### src/gb5_pkg.sv
// ============================================================================
// gb5_pkg
// shared constants, kernel weights and types of the 5x5 gaussian blur core
// ============================================================================
`default_nettype none

package gb5_pkg;

    // image geometry
    localparam int MAX_WIDTH   = 1024;
    localparam int MAX_HEIGHT  = 1024;
    localparam int MIN_DIM     = 5;
    localparam int DIM_W       = 11;
    localparam int POS_W       = 10;
    localparam int PIX_W       = 8;

    // line store: one word per column holds the four previous rows
    localparam int LINES       = 4;
    localparam int LINE_WORD_W = PIX_W * LINES;
    localparam int LADDR_W     = $clog2(MAX_WIDTH);

    // kernel
    localparam int KDIM        = 5;
    localparam int KHALF       = KDIM / 2;
    localparam int KSUM        = 330;
    localparam int KW_CORNER   = 1;
    localparam int KW_EDGE     = 4;
    localparam int KW_SIDE     = 7;
    localparam int KW_INNER    = 20;
    localparam int KW_CROSS    = 33;
    localparam int KW_CENTER   = 54;
    localparam int SUM_W       = 17;

    // divide by KSUM as multiply by reciprocal plus one correction step
    localparam int RECIP_SHIFT = 24;
    localparam int RECIP       = (2 ** RECIP_SHIFT) / KSUM;
    localparam int RECIP_W     = $clog2(RECIP + 1);
    localparam int PROD_W      = SUM_W + RECIP_W;
    localparam int Q0_W        = PROD_W - RECIP_SHIFT;

    // group sums: four pixels or eight pixels
    localparam int GRP4_W      = PIX_W + 2;
    localparam int GRP8_W      = PIX_W + 3;

    // output queue
    localparam int FIFO_DEPTH  = 8;
    localparam int FIFO_AW     = $clog2(FIFO_DEPTH);
    localparam int FIFO_CW     = FIFO_AW + 1;

    // configuration registers
    localparam int CFG_IDX_W   = 4;
    localparam logic [CFG_IDX_W-1:0] REG_IMAGE_WIDTH  = CFG_IDX_W'(0);
    localparam logic [CFG_IDX_W-1:0] REG_IMAGE_HEIGHT = CFG_IDX_W'(1);
    localparam logic [DIM_W-1:0]     WIDTH_RESET      = DIM_W'(640);
    localparam logic [DIM_W-1:0]     HEIGHT_RESET     = DIM_W'(480);

    typedef struct packed {
        logic [POS_W-1:0] row;
        logic [POS_W-1:0] col;
        logic             frame_end;
    } gb5_tag_t;

    typedef struct packed {
        logic [GRP4_W-1:0] corner;
        logic [GRP8_W-1:0] edge4;
        logic [GRP4_W-1:0] side;
        logic [GRP4_W-1:0] inner;
        logic [GRP4_W-1:0] cross4;
        logic [PIX_W-1:0]  center;
    } gb5_groups_t;

    typedef struct packed {
        logic [PIX_W-1:0] filtered;
        gb5_tag_t         tag;
    } gb5_result_t;

endpackage

`default_nettype wire

### src/gb5_kernel.sv
// ============================================================================
// gb5_kernel
// weighted group sum and truncating divide by the kernel total
// ============================================================================
`default_nettype none

module gb5_kernel (
    input  wire logic                 clk,
    input  wire logic                 rst_n,
    input  wire logic                 grp_valid,
    input  wire gb5_pkg::gb5_groups_t grp,
    input  wire gb5_pkg::gb5_tag_t    grp_tag,
    output logic                      res_valid,
    output gb5_pkg::gb5_result_t      res,
    output logic      [1:0]           busy_count
);
    import gb5_pkg::*;

    logic              d_valid_reg;
    logic [SUM_W-1:0]  d_sum_reg;
    logic [SUM_W-1:0]  d_sum_next;
    gb5_tag_t          d_tag_reg;

    logic              e_valid_reg;
    logic [PROD_W-1:0] e_prod_reg;
    logic [SUM_W-1:0]  e_sum_reg;
    gb5_tag_t          e_tag_reg;

    logic [Q0_W-1:0]   q0;
    logic [SUM_W-1:0]  rem;
    logic [Q0_W-1:0]   q;

    // constant weights reduce to shifts and adds
    assign d_sum_next = SUM_W'(grp.corner) * SUM_W'(KW_CORNER)
                      + SUM_W'(grp.edge4)  * SUM_W'(KW_EDGE)
                      + SUM_W'(grp.side)   * SUM_W'(KW_SIDE)
                      + SUM_W'(grp.inner)  * SUM_W'(KW_INNER)
                      + SUM_W'(grp.cross4) * SUM_W'(KW_CROSS)
                      + SUM_W'(grp.center) * SUM_W'(KW_CENTER);

    always_ff @(posedge clk or negedge rst_n)
    begin
        if (!rst_n)
        begin
            d_valid_reg <= 1'b0;
            e_valid_reg <= 1'b0;
        end
        else
        begin
            d_valid_reg <= grp_valid;
            e_valid_reg <= d_valid_reg;
        end
    end

    always_ff @(posedge clk)
    begin
        d_sum_reg  <= d_sum_next;
        d_tag_reg  <= grp_tag;
        e_prod_reg <= PROD_W'(d_sum_reg) * PROD_W'(RECIP);
        e_sum_reg  <= d_sum_reg;
        e_tag_reg  <= d_tag_reg;
    end

    // reciprocal estimate is exact or one low
    assign q0  = e_prod_reg[PROD_W-1:RECIP_SHIFT];
    assign rem = e_sum_reg - SUM_W'(q0) * SUM_W'(KSUM);
    assign q   = (rem >= SUM_W'(KSUM)) ? Q0_W'(q0 + Q0_W'(1)) : q0;

    assign res_valid    = e_valid_reg;
    assign res.filtered = q[PIX_W-1:0];
    assign res.tag      = e_tag_reg;
    assign busy_count   = {1'b0, d_valid_reg} + {1'b0, e_valid_reg};

endmodule

`default_nettype wire

### config.mk
export PLATFORM = sky130hd
export DESIGN_NAME = gb5_kernel
export DESIGN_NICKNAME = d
export VERILOG_FILES = /design/src/gb5_pkg.sv /design/src/gb5_kernel.sv
export SDC_FILE = /design/constraint.sdc
export NUM_CORES = 1
export LEC_CHECK = 0
export ABC_AREA = 1
export ABC_CLOCK_PERIOD_IN_PS = 5030
export BUFFER_PORTS_ARGS = -buffer_cell sky130_fd_sc_hd__buf_2
export CAP_MARGIN = 20
export CORE_MARGIN = 1.5
export CORE_UTILIZATION = 40
export DETAILED_ROUTE_END_ITERATION = 12
export SLEW_MARGIN = 10
export SYNTH_ARGS = -nofsm -noshare
export SYNTH_HDL_FRONTEND = slang
export SYNTH_SLANG_ARGS = --single-unit
### constraint.sdc
create_clock -name clk -period 5.03 [get_ports clk]
set_input_delay 0.503 -clock clk [delete_from_list [all_inputs] [get_ports clk]]
set_output_delay 0.503 -clock clk [all_outputs]
set_load 0.01 [all_outputs]
==> flow_metrics.tcl <==
set metrics [dict create \
    outcome "finished, violations left" \
    failed_checks "negative setup slack" \
    instances_no_fill 2049 \
    final_util 0.520 \
    clk_pin_slew_ns 0.07 \
    syn_avg_cell_area_um2 8.62 \
    ys_seq_area_frac 0.142 \
    cts_buffers 9 \
    grt_max_degree 19 \
    reg2reg_to "e_prod_reg[28]" \
    synth_ff_type "dfxtp_1" \
    grt_overflow_total 0 \
    diodes 0 \
    synth_commonest_cells "351 x inv_1, 272 x ha_1, 221 x nand2_1, 143 x fa_1, 84 x dfxtp_1" \
    grt_use_met1 0.243 \
    synthToLayoutAreaGrowth_pct 27.1 \
    period_needed_ns 5.58 \
    yosys_warnings 0 \
    crit_type "in -> reg" \
    io_buffers 114 \
    antenna_found_initial 0 \
    max-slew-margin-rel 0.714 \
    dieArea_um2 31500 \
    cts_buffer_depth 2 \
    placed_cells 2023 \
    htreeDepth 3 \
    timing.fmax_mhz 179 \
    finalHoldViolCount 0 \
    post-route-period-util 1.11 \
    grt_pass1_wl_um 45900 \
    worstHoldPathCells 1 \
    rr_worst_depth 14 \
    crit_buf_inv 7 \
    ys_top_cells_by_area "ha_1 28%, fa_1 23%, dfxtp_1 14%, inv_1 11%, nand2_1 6.8%" \
    drv_cap 0 \
    netlist_instances 1415 \
    met2_usage 0.323 \
    die_y_um 178 \
    first_global_vias 9681 \
    place_ws_ns -1.11 \
    crit_family "adder cells" \
    top_level_ports 115 \
    crit_slowest_cell "fa_1" \
    drc 0 \
    r2r_start "d_sum_reg[2]" \
    nNetsFinal 2152 \
    rows 63 \
    r2r_setup_slack_ns 0.38 \
    post_drt_wl_per_cell_um 13.7 \
    synth_edf_count 0 \
    tritoncts "done" \
    synth.distinct_cells 35 \
    dr_total_vias 9716 \
    cp-start-kind "input port" \
    grt-busiest-layer "met2" \
    critPathMaxFanout 4 \
    grt_usage 0.183 \
    required_ns 5.30 \
    ys_seq_elements 86 \
    place.gp.congestion 0.937 \
    fin_skew_ns 0.00362 \
    yosysTopAreaCell "ha_1" \
    finalSetupViolations 17 \
    clockRootBuffer "clkbuf_16" \
    synth.most_common_cell "inv_1" \
    yosysTopAreaCellShare 0.279 \
    syn-num-nets 1913 \
    cts.sinks 86 \
    hold_class "in -> reg" \
    synthesis.area_um2 12200 \
    routed_wl_um 28000 \
    setup_ws_ns -0.551 \
    vias_per_cell 4.74 \
    drtIter0Drc 397 \
    met3_usage 0.0176 \
    drive_gt1_frac 0.252 \
    worstPathArrival_ns 5.85 \
    core_area_um2 29800 \
    final.setup.tns_ns -4.86 \
    hold_path_end "d_tag_reg[5]" \
    die_width_um 178 \
    drt-pass1-iter-count 5 \
    critPathMaxStageDelay_ns 0.50 \
    grt_setup_unrepaired "true" \
    ant_nets 0 \
    fill_cells 2762 \
    insertion_delay_ns 0.34 \
    hold_start "grp_tag[5]" \
    slew_violations 0 \
    async_flop_share 0.0233 \
    dp_hpwl_um 24400 \
    cp-end-kind "flop" \
    tightest_slew_ns 0.429 \
    initial_utilization 0.409 \
]
per-stage QoR:
step | instance area [um2] | hold slack [ns]
floorplan | 12400 | 0.207
global placement | 14300 | 0.288
detailed placement | 14300 | 0.290
CTS | 15200 | 0.234
global route | 15500 | 0.230
finish | 15500 | 0.250
worst max path at each step:
stage	start	to	slack (ns)	cells after the start
after detailed placement	grp[2]	d_sum_reg[16]	-1.11	29
after CTS	grp[1]	d_sum_reg[15]	-0.55	29
final	grp[1]	d_sum_reg[16]	-0.55	29
after global routing	grp[1]	d_sum_reg[16]	-0.80	27
after global placement	grp[2]	d_sum_reg[16]	-1.03	29
after floorplan	grp[1]	d_sum_reg[16]	-0.73	28
layout make-up:
| type | count | area (um2) | share of cell area |
|---|---|---|---|
| clock buffers | 9 | 225 | 0.0145 |
| clock inverters | 7 | 75.1 | 0.00484 |
| well taps | 390 | 488 | 0.0315 |
| multi-input cells | 974 | 10100 | 0.654 |
| flip-flops and latches | 86 | 1740 | 0.112 |
| repair buffers | 228 | 1510 | 0.0972 |
| inverters | 355 | 1330 | 0.0860 |
layer usage:
metal	share of wire	wire length, um
met2	0.50	14000
met1	0.45	12700
met5	0	0
met4	0.013	350
met3	0.033	921
cell families (layout without fill, tap and decap cells):
logic type,after synthesis,in the layout,synth area share
compound gates,134,134,0.0616
flops,86,86,0.142
buf+inv,355,599,0.109
fa+ha+maj,415,415,0.514
simple gates,366,366,0.129
xor+xnor,59,59,0.0439
layout by cell type, fill, tap and decap left out, drive strengths merged:
cell / netlist / final
a21boi: 3 / 3
a21o: 4 / 4
a21oi: 78 / 78
a31o: 1 / 1
a31oi: 6 / 6
buf: 0 / 227
clkbuf: 0 / 9
clkinv: 0 / 2
clkinvlp: 0 / 1
dfrtp: 2 / 2
dfxtp: 84 / 84
dlygate4sd3: 0 / 1
fa: 143 / 143
ha: 272 / 272
inv: 355 / 359
nand2: 225 / 225
nand3: 56 / 56
nand3b: 4 / 4
nand4: 17 / 17
nor2: 52 / 52
nor3: 9 / 9
nor3b: 1 / 1
nor4: 1 / 1
o211ai: 2 / 2
o21a: 3 / 3
o21ai: 32 / 32
o21bai: 3 / 3
o31ai: 2 / 2
or2: 1 / 1
xnor2: 22 / 22
xor2: 37 / 37
repair_timing:
action                                  4_1_cts  5_1_grt
endpoints found under the hold margin         2        0
resized for setup                           101       65
hold buffers                                  1        0
setup buffers                                 6        4
pin swaps                                    82       54
endpoints found under the setup margin       17       18
Power is left out: the tool's default activity adds up to more than one toggle a clock period on the data nets, which glitch-free logic cannot reach.
