[src/gb5_pkg.sv]
// ============================================================================
// gb5_pkg
// shared constants, kernel weights and types of the 5x5 gaussian blur core
// ============================================================================
`default_nettype none

package gb5_pkg;

    // image geometry
    localparam int MAX_WIDTH   = 1024;
    localparam int MAX_HEIGHT  = 1024;
    localparam int MIN_DIM     = 5;
    localparam int DIM_W       = 11;
    localparam int POS_W       = 10;
    localparam int PIX_W       = 8;

    // line store: one word per column holds the four previous rows
    localparam int LINES       = 4;
    localparam int LINE_WORD_W = PIX_W * LINES;
    localparam int LADDR_W     = $clog2(MAX_WIDTH);

    // kernel
    localparam int KDIM        = 5;
    localparam int KHALF       = KDIM / 2;
    localparam int KSUM        = 330;
    localparam int KW_CORNER   = 1;
    localparam int KW_EDGE     = 4;
    localparam int KW_SIDE     = 7;
    localparam int KW_INNER    = 20;
    localparam int KW_CROSS    = 33;
    localparam int KW_CENTER   = 54;
    localparam int SUM_W       = 17;

    // divide by KSUM as multiply by reciprocal plus one correction step
    localparam int RECIP_SHIFT = 24;
    localparam int RECIP       = (2 ** RECIP_SHIFT) / KSUM;
    localparam int RECIP_W     = $clog2(RECIP + 1);
    localparam int PROD_W      = SUM_W + RECIP_W;
    localparam int Q0_W        = PROD_W - RECIP_SHIFT;

    // group sums: four pixels or eight pixels
    localparam int GRP4_W      = PIX_W + 2;
    localparam int GRP8_W      = PIX_W + 3;

    // output queue
    localparam int FIFO_DEPTH  = 8;
    localparam int FIFO_AW     = $clog2(FIFO_DEPTH);
    localparam int FIFO_CW     = FIFO_AW + 1;

    // configuration registers
    localparam int CFG_IDX_W   = 4;
    localparam logic [CFG_IDX_W-1:0] REG_IMAGE_WIDTH  = CFG_IDX_W'(0);
    localparam logic [CFG_IDX_W-1:0] REG_IMAGE_HEIGHT = CFG_IDX_W'(1);
    localparam logic [DIM_W-1:0]     WIDTH_RESET      = DIM_W'(640);
    localparam logic [DIM_W-1:0]     HEIGHT_RESET     = DIM_W'(480);

    typedef struct packed {
        logic [POS_W-1:0] row;
        logic [POS_W-1:0] col;
        logic             frame_end;
    } gb5_tag_t;

    typedef struct packed {
        logic [GRP4_W-1:0] corner;
        logic [GRP8_W-1:0] edge4;
        logic [GRP4_W-1:0] side;
        logic [GRP4_W-1:0] inner;
        logic [GRP4_W-1:0] cross4;
        logic [PIX_W-1:0]  center;
    } gb5_groups_t;

    typedef struct packed {
        logic [PIX_W-1:0] filtered;
        gb5_tag_t         tag;
    } gb5_result_t;

endpackage

`default_nettype wire

[src/gb5_window.sv]
// ============================================================================
// gb5_window
// line store write-back with forwarding, 5x5 window and symmetric group sums
// ============================================================================
`default_nettype none

module gb5_window (
    input  wire logic                            clk,
    input  wire logic                            rst_n,
    input  wire logic                            a_valid,
    input  wire logic                            a_emit,
    input  wire logic [gb5_pkg::PIX_W-1:0]       a_px,
    input  wire logic [gb5_pkg::LADDR_W-1:0]     a_col,
    input  wire gb5_pkg::gb5_tag_t               a_tag,
    input  wire logic [gb5_pkg::LINE_WORD_W-1:0] rd_data,
    output logic                                 wr_en,
    output logic      [gb5_pkg::LADDR_W-1:0]     wr_addr,
    output logic      [gb5_pkg::LINE_WORD_W-1:0] wr_data,
    output logic                                 grp_valid,
    output gb5_pkg::gb5_groups_t                 grp,
    output gb5_pkg::gb5_tag_t                    grp_tag,
    output logic      [1:0]                      busy_count
);
    import gb5_pkg::*;

    logic                   fwd_valid_reg;
    logic [LADDR_W-1:0]     fwd_addr_reg;
    logic [LINE_WORD_W-1:0] fwd_data_reg;
    logic [LINE_WORD_W-1:0] stored;
    logic [KDIM-1:0][PIX_W-1:0] new_col;

    logic [PIX_W-1:0]       win_reg [KDIM][KDIM];
    logic                   b_valid_reg;
    gb5_tag_t               b_tag_reg;

    logic                   grp_valid_reg;
    gb5_groups_t            grp_reg;
    gb5_groups_t            grp_next;
    gb5_tag_t               grp_tag_reg;

    // previous write lands on the same edge as this read was taken
    assign stored  = (fwd_valid_reg && (fwd_addr_reg == a_col)) ? fwd_data_reg : rd_data;
    assign new_col = {a_px, stored};

    // every row moves up one slot, the new pixel goes on top
    assign wr_en   = a_valid;
    assign wr_addr = a_col;
    assign wr_data = {a_px, stored[LINE_WORD_W-1:PIX_W]};

    always_ff @(posedge clk or negedge rst_n)
    begin
        if (!rst_n)
        begin
            fwd_valid_reg <= 1'b0;
            b_valid_reg   <= 1'b0;
            grp_valid_reg <= 1'b0;
        end
        else
        begin
            fwd_valid_reg <= a_valid;
            b_valid_reg   <= a_valid & a_emit;
            grp_valid_reg <= b_valid_reg;
        end
    end

    always_ff @(posedge clk)
    begin
        fwd_addr_reg <= wr_addr;
        fwd_data_reg <= wr_data;
        b_tag_reg    <= a_tag;
        grp_reg      <= grp_next;
        grp_tag_reg  <= b_tag_reg;
        if (a_valid)
        begin
            for (int i = 0; i < KDIM; i++)
            begin
                for (int j = 0; j < KDIM - 1; j++)
                begin
                    win_reg[i][j] <= win_reg[i][j+1];
                end
                win_reg[i][KDIM-1] <= new_col[i];
            end
        end
    end

    // pixels sharing one kernel weight are summed first
    always_comb
    begin
        grp_next.corner = GRP4_W'(win_reg[0][0]) + GRP4_W'(win_reg[0][4])
                        + GRP4_W'(win_reg[4][0]) + GRP4_W'(win_reg[4][4]);
        grp_next.edge4  = GRP8_W'(win_reg[0][1]) + GRP8_W'(win_reg[0][3])
                        + GRP8_W'(win_reg[1][0]) + GRP8_W'(win_reg[1][4])
                        + GRP8_W'(win_reg[3][0]) + GRP8_W'(win_reg[3][4])
                        + GRP8_W'(win_reg[4][1]) + GRP8_W'(win_reg[4][3]);
        grp_next.side   = GRP4_W'(win_reg[0][2]) + GRP4_W'(win_reg[2][0])
                        + GRP4_W'(win_reg[2][4]) + GRP4_W'(win_reg[4][2]);
        grp_next.inner  = GRP4_W'(win_reg[1][1]) + GRP4_W'(win_reg[1][3])
                        + GRP4_W'(win_reg[3][1]) + GRP4_W'(win_reg[3][3]);
        grp_next.cross4 = GRP4_W'(win_reg[1][2]) + GRP4_W'(win_reg[2][1])
                        + GRP4_W'(win_reg[2][3]) + GRP4_W'(win_reg[3][2]);
        grp_next.center = win_reg[2][2];
    end

    assign grp_valid  = grp_valid_reg;
    assign grp        = grp_reg;
    assign grp_tag    = grp_tag_reg;
    assign busy_count = {1'b0, b_valid_reg} + {1'b0, grp_valid_reg};

endmodule

`default_nettype wire

[config.mk]
export PLATFORM = sky130hd
export DESIGN_NAME = gb5_window
export DESIGN_NICKNAME = d
export VERILOG_FILES = /design/src/gb5_pkg.sv /design/src/gb5_window.sv
export SDC_FILE = /design/constraint.sdc
export NUM_CORES = 1
export LEC_CHECK = 0
export BUFFER_PORTS_ARGS = -buffer_cell sky130_fd_sc_hd__buf_2
export CORE_ASPECT_RATIO = 0.6
export CORE_MARGIN = 5
export CORE_UTILIZATION = 45
export CTS_CLUSTER_DIAMETER = 50
export CTS_CLUSTER_SIZE = 16
export DETAILED_ROUTE_END_ITERATION = 10
export PLACE_DENSITY = 0.68
export RECOVER_POWER = 100
export SYNTH_ARGS = -nofsm -noshare
export SYNTH_HDL_FRONTEND = slang
export SYNTH_SLANG_ARGS = --single-unit
[constraint.sdc]
create_clock -name clk -period 5.25 [get_ports clk]
set_input_delay 0.7875 -clock clk [delete_from_list [all_inputs] [get_ports clk]]
set_output_delay 0.7875 -clock clk [all_outputs]
set_load 0.02 [all_outputs]
==> out/qor.yml <==
min_path:
  holdCritPathClass: "in -> reg"
logic_synthesis:
  synth_area_leaders: "edfxtp_1 43%, dfxtp_1 21%, fa_1 16%"
  synthFlopType: "edfxtp_1"
  yosysTopAreaCell: "edfxtp_1"
  synth_top_family_by_area: "adder cells"
  synth_xor_area_share_pct: 2.46
  synthMuxAreaShare_pct: 2.60
  synth_enable_flop_cells: 200
  synth_compound_area_share_pct: 2.11
  seq_area_frac_synth_pct: 64.5
  asyncSetResetFlopFracSynth_pct: 0.867
  synth_top_area_share_pct: 43.3
  synth-seq-cells: 346
  yosys.area_share.simple_pct: 2.43
  synth_most_common_cell: "edfxtp_1"
  syn_avg_cell_area_um2: 16.4
  yosys-top-cells-count: "200 x edfxtp_1, 143 x dfxtp_1, 111 x fa_1, 110 x inv_1, 48 x ha_1"
  synth_cell_type_count: 34
  synth_area_um2: 13900
  synthCells: 845
  synth-adder-area-share_pct: 20.4
  yosys_warnings: 0
  synth_nets: 1079
timing:
  finalCriticalPeriod_ns: 4.42
  setup_violations: 0
  fmax_mhz: 226
  finalCritPeriodShare_pct: 84.2
  tns_ns: 0
  worst_pin_slew_ns: 3.22
  rsz0062_at_grt: "no"
  relSlewSlack_pct: -115
  clock_skew_ns: 0.0172
  final_max_slew_viol_count: 143
  hold_violations: 0
cts:
  cts-hold-fix-buffers: 1
  cts_buffers: 30
  post_cts_buffers: 0
  path_clk_slew_ns: 0.07
  cts.sinks: 346
  clk_latency_ns: 0.56
  cts.path.max_buffers: 3
  cts_tree: "done"
  cts-root-buf: "clkbuf_16"
  cts_resized: 0
  cts_max_level: 1
global_route:
  grt_max_degree: 98
  grt_pass1_vias: 7482
  antenna_found_initial: 1
  grt_usage_pct: 16.4
  grt_pass1_wl_um: 44000
  overflow: 0
layout:
  area_delta_synth_final_pct: 14.8
  nets: 1269
  diodes: 0
  largest_reg_flops: 200
  final_cell_area_um2: 15900
  final_layout_size_suffix_gt1_share_pct: 10.4
  layout.cells.non_filler: 1467
  final_util_pct: 52.8
placement:
  port_buffers: 200
  placed_cell_area_um2: 15100
  gp_congestion: 0.818
  dpl.hpwl_um: 21200
  dp.cells: 1410
pwr:
  leakagePower_nw: 6.34
  power_density_nw_per_um2: 496
  total_power_mw: 7.90
  peakVddDrop_v: 0.000288
floorplanning:
  start_util_pct: 46.0
  num_rows: 49
  die_height_um: 146
  coreArea_um2: 30200
  ios: 201
  dieArea_um2: 34500
  die_w_um: 237
drt:
  dr.first_iter.drc_count: 432
  wl_um: 27900
  first_pass_iters: 5
  routed-via-count: 6878
  vias_per_cell: 4.69
  wl_per_cell_um: 19.0
  drc: 0
  ant_nets: 0
critical_path:
  worstPathMaxFanout: 32
  cp.required_ns: 4.46
  worstSetupStartpointType: "input pin"
  worst-setup-path-type: "in -> out"
  crit_path_end_kind: "output pin"
  cp.arrival_ns: 3.63
status:
  violations: "capacitance limit, slew limit"
  outcome: "finished, violations left"
flow_run:
  drv_cap: 3
logic make-up (layout without fill, tap and decap cells):
group / count (synthesis) / in the layout
compound gates: 48 / 48
xor+xnor: 39 / 39
fa+ha+maj: 159 / 159
buf+inv: 156 / 370
flops: 346 / 346
mux: 32 / 32
simple gates: 65 / 65
report_power, final:
group	switching, mW	total, mW	internal [mW]	leakage (nW)
clock	1.02	2.31	1.29	0.503
sequential	0.144	3.38	3.24	3.20
combinational	1.34	2.20	0.864	2.64
cells in the final DEF, fill, tap and decap left out, types with 2 or more instances in the layout:
cell / n
o21ai_0: 8
mux2_1: 27
clkinv_4: 2
ha_1: 48
clkbuf_16: 35
clkbuf_8: 2
or3_1: 3
edfxtp_1: 200
fa_1: 111
and3_1: 2
o21bai_1: 3
mux2_2: 5
a21o_1: 5
inv_1: 110
nand2_1: 12
clkbuf_1: 159
and2_1: 3
buf_2: 54
a31oi_1: 5
xor2_1: 9
dfrtp_1: 3
clkinv_8: 2
nor3_1: 13
nor2_1: 12
a21oi_1: 17
nor2b_1: 4
or2_2: 4
nand4_1: 6
dfxtp_1: 143
xnor2_1: 30
nand3_1: 3
a211oi_1: 6
worst max-delay path: stages:
cell	delay (ns)
clkbuf_1	0.10
xnor2_1	0.17
nand4_1	0.19
nor3_4	0.20
clkbuf_1	1.45
mux2_1	0.48
clkbuf_1	0.21
stage by stage:
stage / setup slack, ns / hold slack (ns)
final: 0.829 / 0.325
after global routing: 0.601 / 0.294
after CTS: 1.07 / 0.289
after detailed placement: 1.10 / 0.312
after global placement: 1.21 / 0.310
after floorplan: 1.38 / 0.310
worst paths after layout:
check,slack (ns),cells after the start,to,startpoint
max in group asynchronous,4.52,2,b_valid_reg,rst_n
min,0.32,1,b_tag_reg[11],a_tag[11]
min in group asynchronous,0.57,2,fwd_valid_reg,rst_n
max,0.83,7,wr_data[22],a_col[2]
max reg2reg,1.08,14,grp[46],win_reg[0][11]
min reg2reg,0.32,0,grp_tag[17],b_tag_reg[17]
area by class of cell:
type / instances / area, µm²
timing repair buffer: 204 / 850
inverter: 110 / 413
sequential: 346 / 8940
multi-input combinational: 343 / 4150
tap: 408 / 510
clock buffer: 47 / 931
clock inverter: 9 / 114
fill: 2536 / 14200
metal layers:
metal | part of all wire [%] | vias up | track usage, %
li1 | - | 3189 | -
met1 | 49 | 3434 | 26.3
met2 | 42 | 226 | 23.5
met3 | 6.9 | 29 | 3.43
met4 | 1.8 | 0 | 2.94
met5 | 0 | - | 0
Note: power is estimated with default switching activity, not from simulation.
