--- src/gb5_pkg.sv ---
// ============================================================================
// gb5_pkg
// shared constants, kernel weights and types of the 5x5 gaussian blur core
// ============================================================================
`default_nettype none

package gb5_pkg;

    // image geometry
    localparam int MAX_WIDTH   = 1024;
    localparam int MAX_HEIGHT  = 1024;
    localparam int MIN_DIM     = 5;
    localparam int DIM_W       = 11;
    localparam int POS_W       = 10;
    localparam int PIX_W       = 8;

    // line store: one word per column holds the four previous rows
    localparam int LINES       = 4;
    localparam int LINE_WORD_W = PIX_W * LINES;
    localparam int LADDR_W     = $clog2(MAX_WIDTH);

    // kernel
    localparam int KDIM        = 5;
    localparam int KHALF       = KDIM / 2;
    localparam int KSUM        = 330;
    localparam int KW_CORNER   = 1;
    localparam int KW_EDGE     = 4;
    localparam int KW_SIDE     = 7;
    localparam int KW_INNER    = 20;
    localparam int KW_CROSS    = 33;
    localparam int KW_CENTER   = 54;
    localparam int SUM_W       = 17;

    // divide by KSUM as multiply by reciprocal plus one correction step
    localparam int RECIP_SHIFT = 24;
    localparam int RECIP       = (2 ** RECIP_SHIFT) / KSUM;
    localparam int RECIP_W     = $clog2(RECIP + 1);
    localparam int PROD_W      = SUM_W + RECIP_W;
    localparam int Q0_W        = PROD_W - RECIP_SHIFT;

    // group sums: four pixels or eight pixels
    localparam int GRP4_W      = PIX_W + 2;
    localparam int GRP8_W      = PIX_W + 3;

    // output queue
    localparam int FIFO_DEPTH  = 8;
    localparam int FIFO_AW     = $clog2(FIFO_DEPTH);
    localparam int FIFO_CW     = FIFO_AW + 1;

    // configuration registers
    localparam int CFG_IDX_W   = 4;
    localparam logic [CFG_IDX_W-1:0] REG_IMAGE_WIDTH  = CFG_IDX_W'(0);
    localparam logic [CFG_IDX_W-1:0] REG_IMAGE_HEIGHT = CFG_IDX_W'(1);
    localparam logic [DIM_W-1:0]     WIDTH_RESET      = DIM_W'(640);
    localparam logic [DIM_W-1:0]     HEIGHT_RESET     = DIM_W'(480);

    typedef struct packed {
        logic [POS_W-1:0] row;
        logic [POS_W-1:0] col;
        logic             frame_end;
    } gb5_tag_t;

    typedef struct packed {
        logic [GRP4_W-1:0] corner;
        logic [GRP8_W-1:0] edge4;
        logic [GRP4_W-1:0] side;
        logic [GRP4_W-1:0] inner;
        logic [GRP4_W-1:0] cross4;
        logic [PIX_W-1:0]  center;
    } gb5_groups_t;

    typedef struct packed {
        logic [PIX_W-1:0] filtered;
        gb5_tag_t         tag;
    } gb5_result_t;

endpackage

`default_nettype wire

--- src/gb5_out_fifo.sv ---
// ============================================================================
// gb5_out_fifo
// result queue between the non-stalling pipeline and the output channel
// ============================================================================
`default_nettype none

module gb5_out_fifo (
    input  wire logic                         clk,
    input  wire logic                         rst_n,
    input  wire logic                         push,
    input  wire gb5_pkg::gb5_result_t         push_data,
    input  wire logic                         pop,
    output logic                              head_valid,
    output gb5_pkg::gb5_result_t              head_data,
    output logic      [gb5_pkg::FIFO_CW-1:0]  count
);
    import gb5_pkg::*;

    gb5_result_t        fifo_mem [FIFO_DEPTH];
    logic [FIFO_AW-1:0] wr_ptr_reg;
    logic [FIFO_AW-1:0] rd_ptr_reg;
    logic [FIFO_CW-1:0] count_reg;
    logic [FIFO_CW-1:0] count_next;
    logic               do_pop;

    assign do_pop     = pop && (count_reg != '0);
    assign count_next = count_reg + FIFO_CW'(push) - FIFO_CW'(do_pop);

    always_ff @(posedge clk or negedge rst_n)
    begin
        if (!rst_n)
        begin
            wr_ptr_reg <= '0;
            rd_ptr_reg <= '0;
            count_reg  <= '0;
        end
        else
        begin
            count_reg <= count_next;
            if (push)
            begin
                wr_ptr_reg <= wr_ptr_reg + FIFO_AW'(1);
            end
            if (do_pop)
            begin
                rd_ptr_reg <= rd_ptr_reg + FIFO_AW'(1);
            end
        end
    end

    always_ff @(posedge clk)
    begin
        if (push)
        begin
            fifo_mem[wr_ptr_reg] <= push_data;
        end
    end

    assign head_valid = (count_reg != '0);
    assign head_data  = fifo_mem[rd_ptr_reg];
    assign count      = count_reg;

endmodule

`default_nettype wire

--- config.mk ---
export PLATFORM = sky130hd
export DESIGN_NAME = gb5_out_fifo
export DESIGN_NICKNAME = d
export VERILOG_FILES = /design/src/gb5_pkg.sv /design/src/gb5_out_fifo.sv
export SDC_FILE = /design/constraint.sdc
export NUM_CORES = 1
export LEC_CHECK = 0
export BUFFER_PORTS_ARGS = -buffer_cell sky130_fd_sc_hd__buf_2
export CORE_ASPECT_RATIO = 0.7
export CORE_MARGIN = 2
export CORE_UTILIZATION = 30
export CTS_CLUSTER_SIZE = 14
export DETAILED_ROUTE_END_ITERATION = 7
export PLACE_DENSITY = 0.54
export SYNTH_ARGS = -nofsm -noshare
export SYNTH_HDL_FRONTEND = slang
export SYNTH_SLANG_ARGS = --single-unit
--- constraint.sdc ---
create_clock -name clk -period 3.9 [get_ports clk]
set_input_delay 0.39 -clock clk [delete_from_list [all_inputs] [get_ports clk]]
set_output_delay 0.39 -clock clk [all_outputs]
set_load 0.02 [all_outputs]
==> impl_metrics.yaml, run 1 <==
run_status:
  outcome: "finished clean"
yosys:
  synthSimpleGateAreaFrac_pct: 0.8603
  ys_seq_elements: 242
  synth_warnings: 0
  synth-xor-area-share_pct: 0.5646
  syn_nets: 431
  synth_compound_area_share_pct: 0.1344
  netlist_instances: 390
  synth_area_mm2: 0.009308
  synth_top_family_by_area: "multiplexers"
  synth_adder_area_share_pct: 1.156
  muxShareOfSynthArea_pct: 18.19
  synth-seq-area-share_pct: 77.54
  postSynthAreaPerCell_um2: 23.87
  yosys.cell_types.count: 23
routing:
  drt_iter0_drc: 245
  firstDrtPassIters: 4
  wl_um: 18710
  vias_per_cell: 4.515
  avgRoutedWirePerCell_um: 20.67
  drc: 0
  vias: 4086
  ant_nets: 0
critical_path:
  crit_path_max_incr_delay_ns: 0.67
  critPathKind: "reg2out"
  cp_top_family: "multiplexers"
  cp_cell_sequence: "buf_12 > mux4_2 > mux2_4 > buf_2"
  r2r_cells: 11
  timing.rr.end: "count[2]"
  critPathLaunchType: "flip-flop"
  r2r_start: "count[2]"
  crit_required_ns: 3.51
  crit_arrival_ns: 2.66
  rrSetupSlack_ns: 1.38
  cp_max_fo: 44
  crit_path_end_kind: "output pin"
  critPathSlowestCell: "dfrtp_4"
  cp_num_buf_inv: 2
finish:
  n_fill_cell: 2792
  num_antenna_cells: 0
  design_area_mm2: 0.01097
  drive_gt1_share_pct: 42.80
  multi_input_area_mm2: 0.002001
  fin_util_pct: 36.19
  regArea_mm2: 0.007223
  final_cell_mix: "232 x edfxtp_1, 66 x buf_2, 58 x mux4_2"
  layout_commonest_cell: "edfxtp_1"
  largest_reg_flops: 232
  fin_nets: 517
  synthToLayoutAreaGrowth_pct: 17.84
sta:
  timing.slew.headroom_pct: 25.66
  drv_slew: 0
  fin_worst_skew_ns: 0.006781
  fin_ws_ns: 0.8521
  period_needed_ns: 3.048
  finalSetupViolCount: 0
  hold_viol: 0
  rsz0062_at_grt: "false"
  period_share_pct: 78.15
  tightest_slew_ns: 1.109
  finalSetupTns_ns: 0
  fmax_mhz: 328.1
global_routing:
  first_global_vias: 4476
  grt_first_pass_wirelength_um: 28380
  overflow: 0
  grt_usage_pct: 11.81
  grt_antenna_before_repair: 1
  grt_max_degree: 45
pwr:
  p_leak_uw: 0.003592
  irDropWorstVdd_mv: 0.3754
  power_density_mw_per_mm2: 768.6
  p_clk_share_pct: 25.9
  power_frac_seq_pct: 42.7
  p_sw_uw: 2642
  p_comb_share_pct: 31.4
  swShare_pct: 31.34
  intPower_uw: 5788
clock_tree:
  clock_sinks: 242
  cts_resized: 0
  post_cts_buffers: 0
  cts_tree: "built"
  root_buffer: "clkbuf_16"
  htree_levels: 1
  clockBufferDepth: 3
  clk_latency_ns: 0.52
  clkSlewWorstSetupHoldPaths_ns: 0.06
  numCtsBuffers: 24
  hold_buffers: 1
hold_path:
  worstHoldStart: "push_data[25]"
  hold_depth: 1
  holdCritPathClass: "in2reg"
  hold_end: "fifo_mem[0][25]"
die:
  pin_count: 67
  initial_core_util_pct: 30.71
  coreArea_mm2: 0.03031
  die_area_mm2: 0.03247
  die_w_um: 214.5
  rows: 53
  die_h_um: 151.4
placed_design:
  portBuffers: 66
  place.detailed.hpwl_um: 10600
  place_ws_ns: 1.328
  place.gp.congestion: 0.6614
  place_area_mm2: 0.01022
job:
  maxCapViolations: 0
[kinds of logic (layout without fill, tap and decap cells)]
logic type,after synthesis,after routing
multiplexers,89,89
AND/OR/NAND/NOR,17,17
buffers and inverters,26,129
adder cells (fa/ha/maj),8,8
AO/OA/AOI/OAI,2,2
XOR/XNOR,6,6
flip-flops,242,242
[cells in the mapped netlist]
cell / n / share of area [%]
mux4_2: 58 / 14
mux2_4: 10 / 1.6
xor2_1: 2 / 0.19
mux2_2: 21 / 2.5
buf_1: 1 / 0.040
fa_1: 1 / 0.22
nand2_1: 4 / 0.16
buf_6: 1 / 0.12
nor3_1: 2 / 0.11
or3b_2: 1 / 0.094
xnor2_1: 4 / 0.38
nand2b_1: 3 / 0.20
clkbuf_1: 7 / 0.28
a21oi_1: 1 / 0.054
edfxtp_1: 232 / 75
ha_1: 7 / 0.94
inv_1: 9 / 0.36
dfrtp_1: 10 / 2.7
a21o_1: 1 / 0.081
nand3_1: 1 / 0.054
nor2_1: 6 / 0.24
buf_2: 6 / 0.32
buf_12: 2 / 0.43
[area by class of cell]
| cell class | instances | area share, % |
|---|---|---|
| clock inverters | 14 | 0.9240 |
| well taps | 412 | 4.700 |
| inverters | 9 | 0.3080 |
| clock buffers | 29 | 5.841 |
| flip-flops and latches | 242 | 65.86 |
| multi-input cells | 122 | 18.24 |
| repair buffers | 77 | 4.130 |
[how the worst max path moves through the flow]
| stage | start | slack, ns | end | depth (start not counted) |
|---|---|---|---|---|
| after floorplan | wr_ptr_reg[1] | 0.87 | fifo_mem[0][0] | 2 |
| after global placement | rd_ptr_reg[0] | 1.37 | head_data[1] | 4 |
| after detailed placement | rd_ptr_reg[0] | 1.33 | head_data[1] | 4 |
| after CTS | rd_ptr_reg[0] | 0.76 | head_data[1] | 4 |
| after global routing | rd_ptr_reg[0] | 0.69 | head_data[15] | 4 |
| final | rd_ptr_reg[0] | 0.85 | head_data[14] | 4 |
[layer usage]
layer,routed length (µm),track usage [%],part of all wire (%),up-vias
li1,-,-,-,1797
met1,8122,14.94,43,2185
met2,9451,20.81,51,72
met3,783,2.912,4.2,30
met4,334,2.465,1.8,2
met5,13,0,0.070,-
[stage by stage]
| stage | hold WS, ns | cells | total power, µW |
|---|---|---|---|
| 3_5_place_dp | 0.2817 | 861 | 6398 |
| 2_1_floorplan | 0.09441 | 390 | 5499 |
| 5_1_grt | 0.1288 | 905 | 8871 |
| 3_3_place_gp | 0.2724 | 861 | 6332 |
| 6_report | 0.1378 | 905 | 8430 |
| 4_1_cts | 0.1128 | 905 | 8610 |
[power groups by stage]
stage | Combinational (µW) | Clock, µW | Sequential, µW
final | 2650 | 2180 | 3600
after global placement | 2680 | 0 | 3650
after global routing | 2860 | 2360 | 3650
after floorplan | 2040 | 0 | 3460
after detailed placement | 2720 | 0 | 3670
after CTS | 2740 | 2250 | 3620
[worst register-to-register path, stage by stage, from the launching register on]
cell	delay (ns)
dfrtp_1	0.38
inv_1	0.09
ha_1	0.13
or3b_2	0.48
nand2_1	0.15
inv_1	0.06
ha_1	0.27
inv_1	0.06
ha_1	0.15
inv_1	0.06
fa_1	0.41
xnor2_1	0.19
No activity file was read; power rests on OpenSTA's default activity.
==> run 2: changes to the inputs <==
==> constraint.sdc (replaced) <==
create_clock -name clk -period 3.12 [get_ports clk]
set_input_delay 0.312 -clock clk [delete_from_list [all_inputs] [get_ports clk]]
set_output_delay 0.312 -clock clk [all_outputs]
set_load 0.02 [all_outputs]
==> run 2 against run 1 <==
- cell count rose by 0.99%
- first-iteration DRC count rose by 46%
- combinational power rose by 31%
- via count rose by 3.2%
- sequential power rose by 23%
- non-clock buffer count rose by 9
- utilization rose by 0.31 points
- critical path type unchanged
- clock skew fell by 0.00084 ns
- design area rose by 0.84%
- die area did not move
==> impl_metrics.yaml, run 2 (synthesized netlist as in run 1, its figures left out) <==
critical_path:
  crit_arrival_ns: 2.55
  critPathLaunchType: "flip-flop"
  crit_path_max_incr_delay_ns: 0.61
  crit_path_end_kind: "output pin"
  cp_cell_sequence: "buf_4 > mux4_2 > mux2_2 > buf_2"
  crit_required_ns: 2.81
  cp_max_fo: 16
  critPathSlowestCell: "dfrtp_4"
  critPathKind: "reg2out"
finish:
  largest_reg_flops: 232
  fin_util_pct: 36.50
  fin_nets: 527
  final_cell_mix: "232 x edfxtp_1, 66 x buf_2, 58 x mux4_2"
  n_fill_cell: 2775
  synthToLayoutAreaGrowth_pct: 18.83
  layout_commonest_cell: "edfxtp_1"
  drive_gt1_share_pct: 44.02
  design_area_mm2: 0.01106
  num_antenna_cells: 0
routing:
  top_layer: "met5"
  ant_nets: 0
  drt_iter0_drc: 357
  firstDrtPassIters: 4
  wl_um: 19450
  met1_length_um: 9057
  vias: 4217
  avgRoutedWirePerCell_um: 21.28
  wl_met3_um: 946
  wl_met2_um: 9046
  vias_per_cell: 4.614
  drc: 0
sta:
  drv_slew: 0
  hold_viol: 0
  period_share_pct: 91.73
  finalSetupTns_ns: 0
  finalSetupViolCount: 0
  tightest_slew_ns: 0.7045
  fin_worst_skew_ns: 0.005940
  fmax_mhz: 349.4
  period_needed_ns: 2.862
  timing.slew.headroom_pct: 53.03
  finalHoldWorstSlack_ns: 0.06366
  rsz0062_at_grt: "false"
clock_tree:
  root_buffer: "clkbuf_16"
  clk_latency_ns: 0.52
  clock_sinks: 242
  cts_tree: "built"
  clockBufferDepth: 3
  clkSlewWorstSetupHoldPaths_ns: 0.06
  cts_resized: 0
  htree_levels: 1
  numCtsBuffers: 25
die:
  rows: 53
  initial_core_util_pct: 30.71
  die_w_um: 214.5
  die_area_mm2: 0.03247
  coreArea_mm2: 0.03031
  pin_count: 67
  die_h_um: 151.4
placed_design:
  place.detailed.hpwl_um: 11650
  portBuffers: 66
  place_area_mm2: 0.01031
  place.gp.congestion: 0.6771
pwr:
  irDropWorstVdd_mv: 0.4343
  power_density_mw_per_mm2: 962.9
  swShare_pct: 31.46
  p_leak_uw: 0.003669
  power_uw: 10650
  power_frac_seq_pct: 41.7
  intPower_uw: 7300
  p_sw_uw: 3351
  p_comb_share_pct: 32.6
  p_clk_share_pct: 25.7
global_routing:
  grt_antenna_before_repair: 2
  grt_max_degree: 33
  overflow: 0
  first_global_vias: 4584
  grt_first_pass_wirelength_um: 29460
  grt_usage_pct: 12.27
hold_path:
  holdCritPathClass: "in2reg"
job:
  maxCapViolations: 0
run_status:
  outcome: "finished clean"
run 2: cell types whose count changed in the layout (fill, tap and decap cells not counted):
cell,previous run,this run
clkinv_4,0,2
buf_4,7,14
inv_6,0,1
buf_12,3,5
clkinvlp_4,5,0
clkinv_2,3,6
clkbuf_1,4,3
run 2: path summary, 6_finish.rpt:
check,startpoint,endpoint,cells after the start,slack (ns)
worst min register to register,wr_ptr_reg[1],wr_ptr_reg[1],1,0.62
worst min-delay path,push_data[1],fifo_mem[5][1],1,0.06
worst max register to register,count[2],count[2],11,0.59
worst max-delay path,rd_ptr_reg[0],head_data[24],4,0.26
min in group asynchronous,rst_n,count[1],2,0.20
max in group asynchronous,rst_n,rd_ptr_reg[0],2,2.67
run 2: layer usage:
metal	vias up	global-route usage, %
met2	99	19.82
li1	1828	-
met4	4	2.674
met1	2256	16.90
met3	30	3.052
met5	-	0
run 2: power groups by stage:
stage / clock network [µW] / registers (µW) / logic, µW
floorplan: 0 / 4320 / 2550
global placement: 0 / 4480 / 3500
detailed placement: 0 / 4530 / 3550
CTS: 2820 / 4460 / 3570
global route: 2940 / 4500 / 3740
finish: 2740 / 4440 / 3470
run 2: what timing repair did:
action,in CTS,in global routing
buffers inserted,0,0
hold endpoints to repair,10,0
hold buffers,1,0
run 2: metrics by stage:
step / setup WS, ns / instances
final: 0.2579 / 914
after global routing: 0.1261 / 914
after CTS: 0.1824 / 914
after detailed placement: 0.5850 / 870
after global placement: 0.6913 / 870
after floorplan: 0.09052 / 390
run 2: critical path, delay by kind of cell, from the launching register on:
family,cells,cell delay (ns)
flip-flops,1,0.61
buffers and inverters,2,0.55
multiplexers,2,0.85
run 2: layout make-up:
cell class | instances | area, µm² | share of cell area [%]
inverter | 9 | 33.78 | 0.3054
sequential | 242 | 7223 | 65.31
clock inverter | 15 | 105.1 | 0.9502
timing repair buffer | 86 | 545.5 | 4.932
multi-input combinational | 122 | 2001 | 18.09
clock buffer | 28 | 636.9 | 5.758
tap | 412 | 515.5 | 4.661
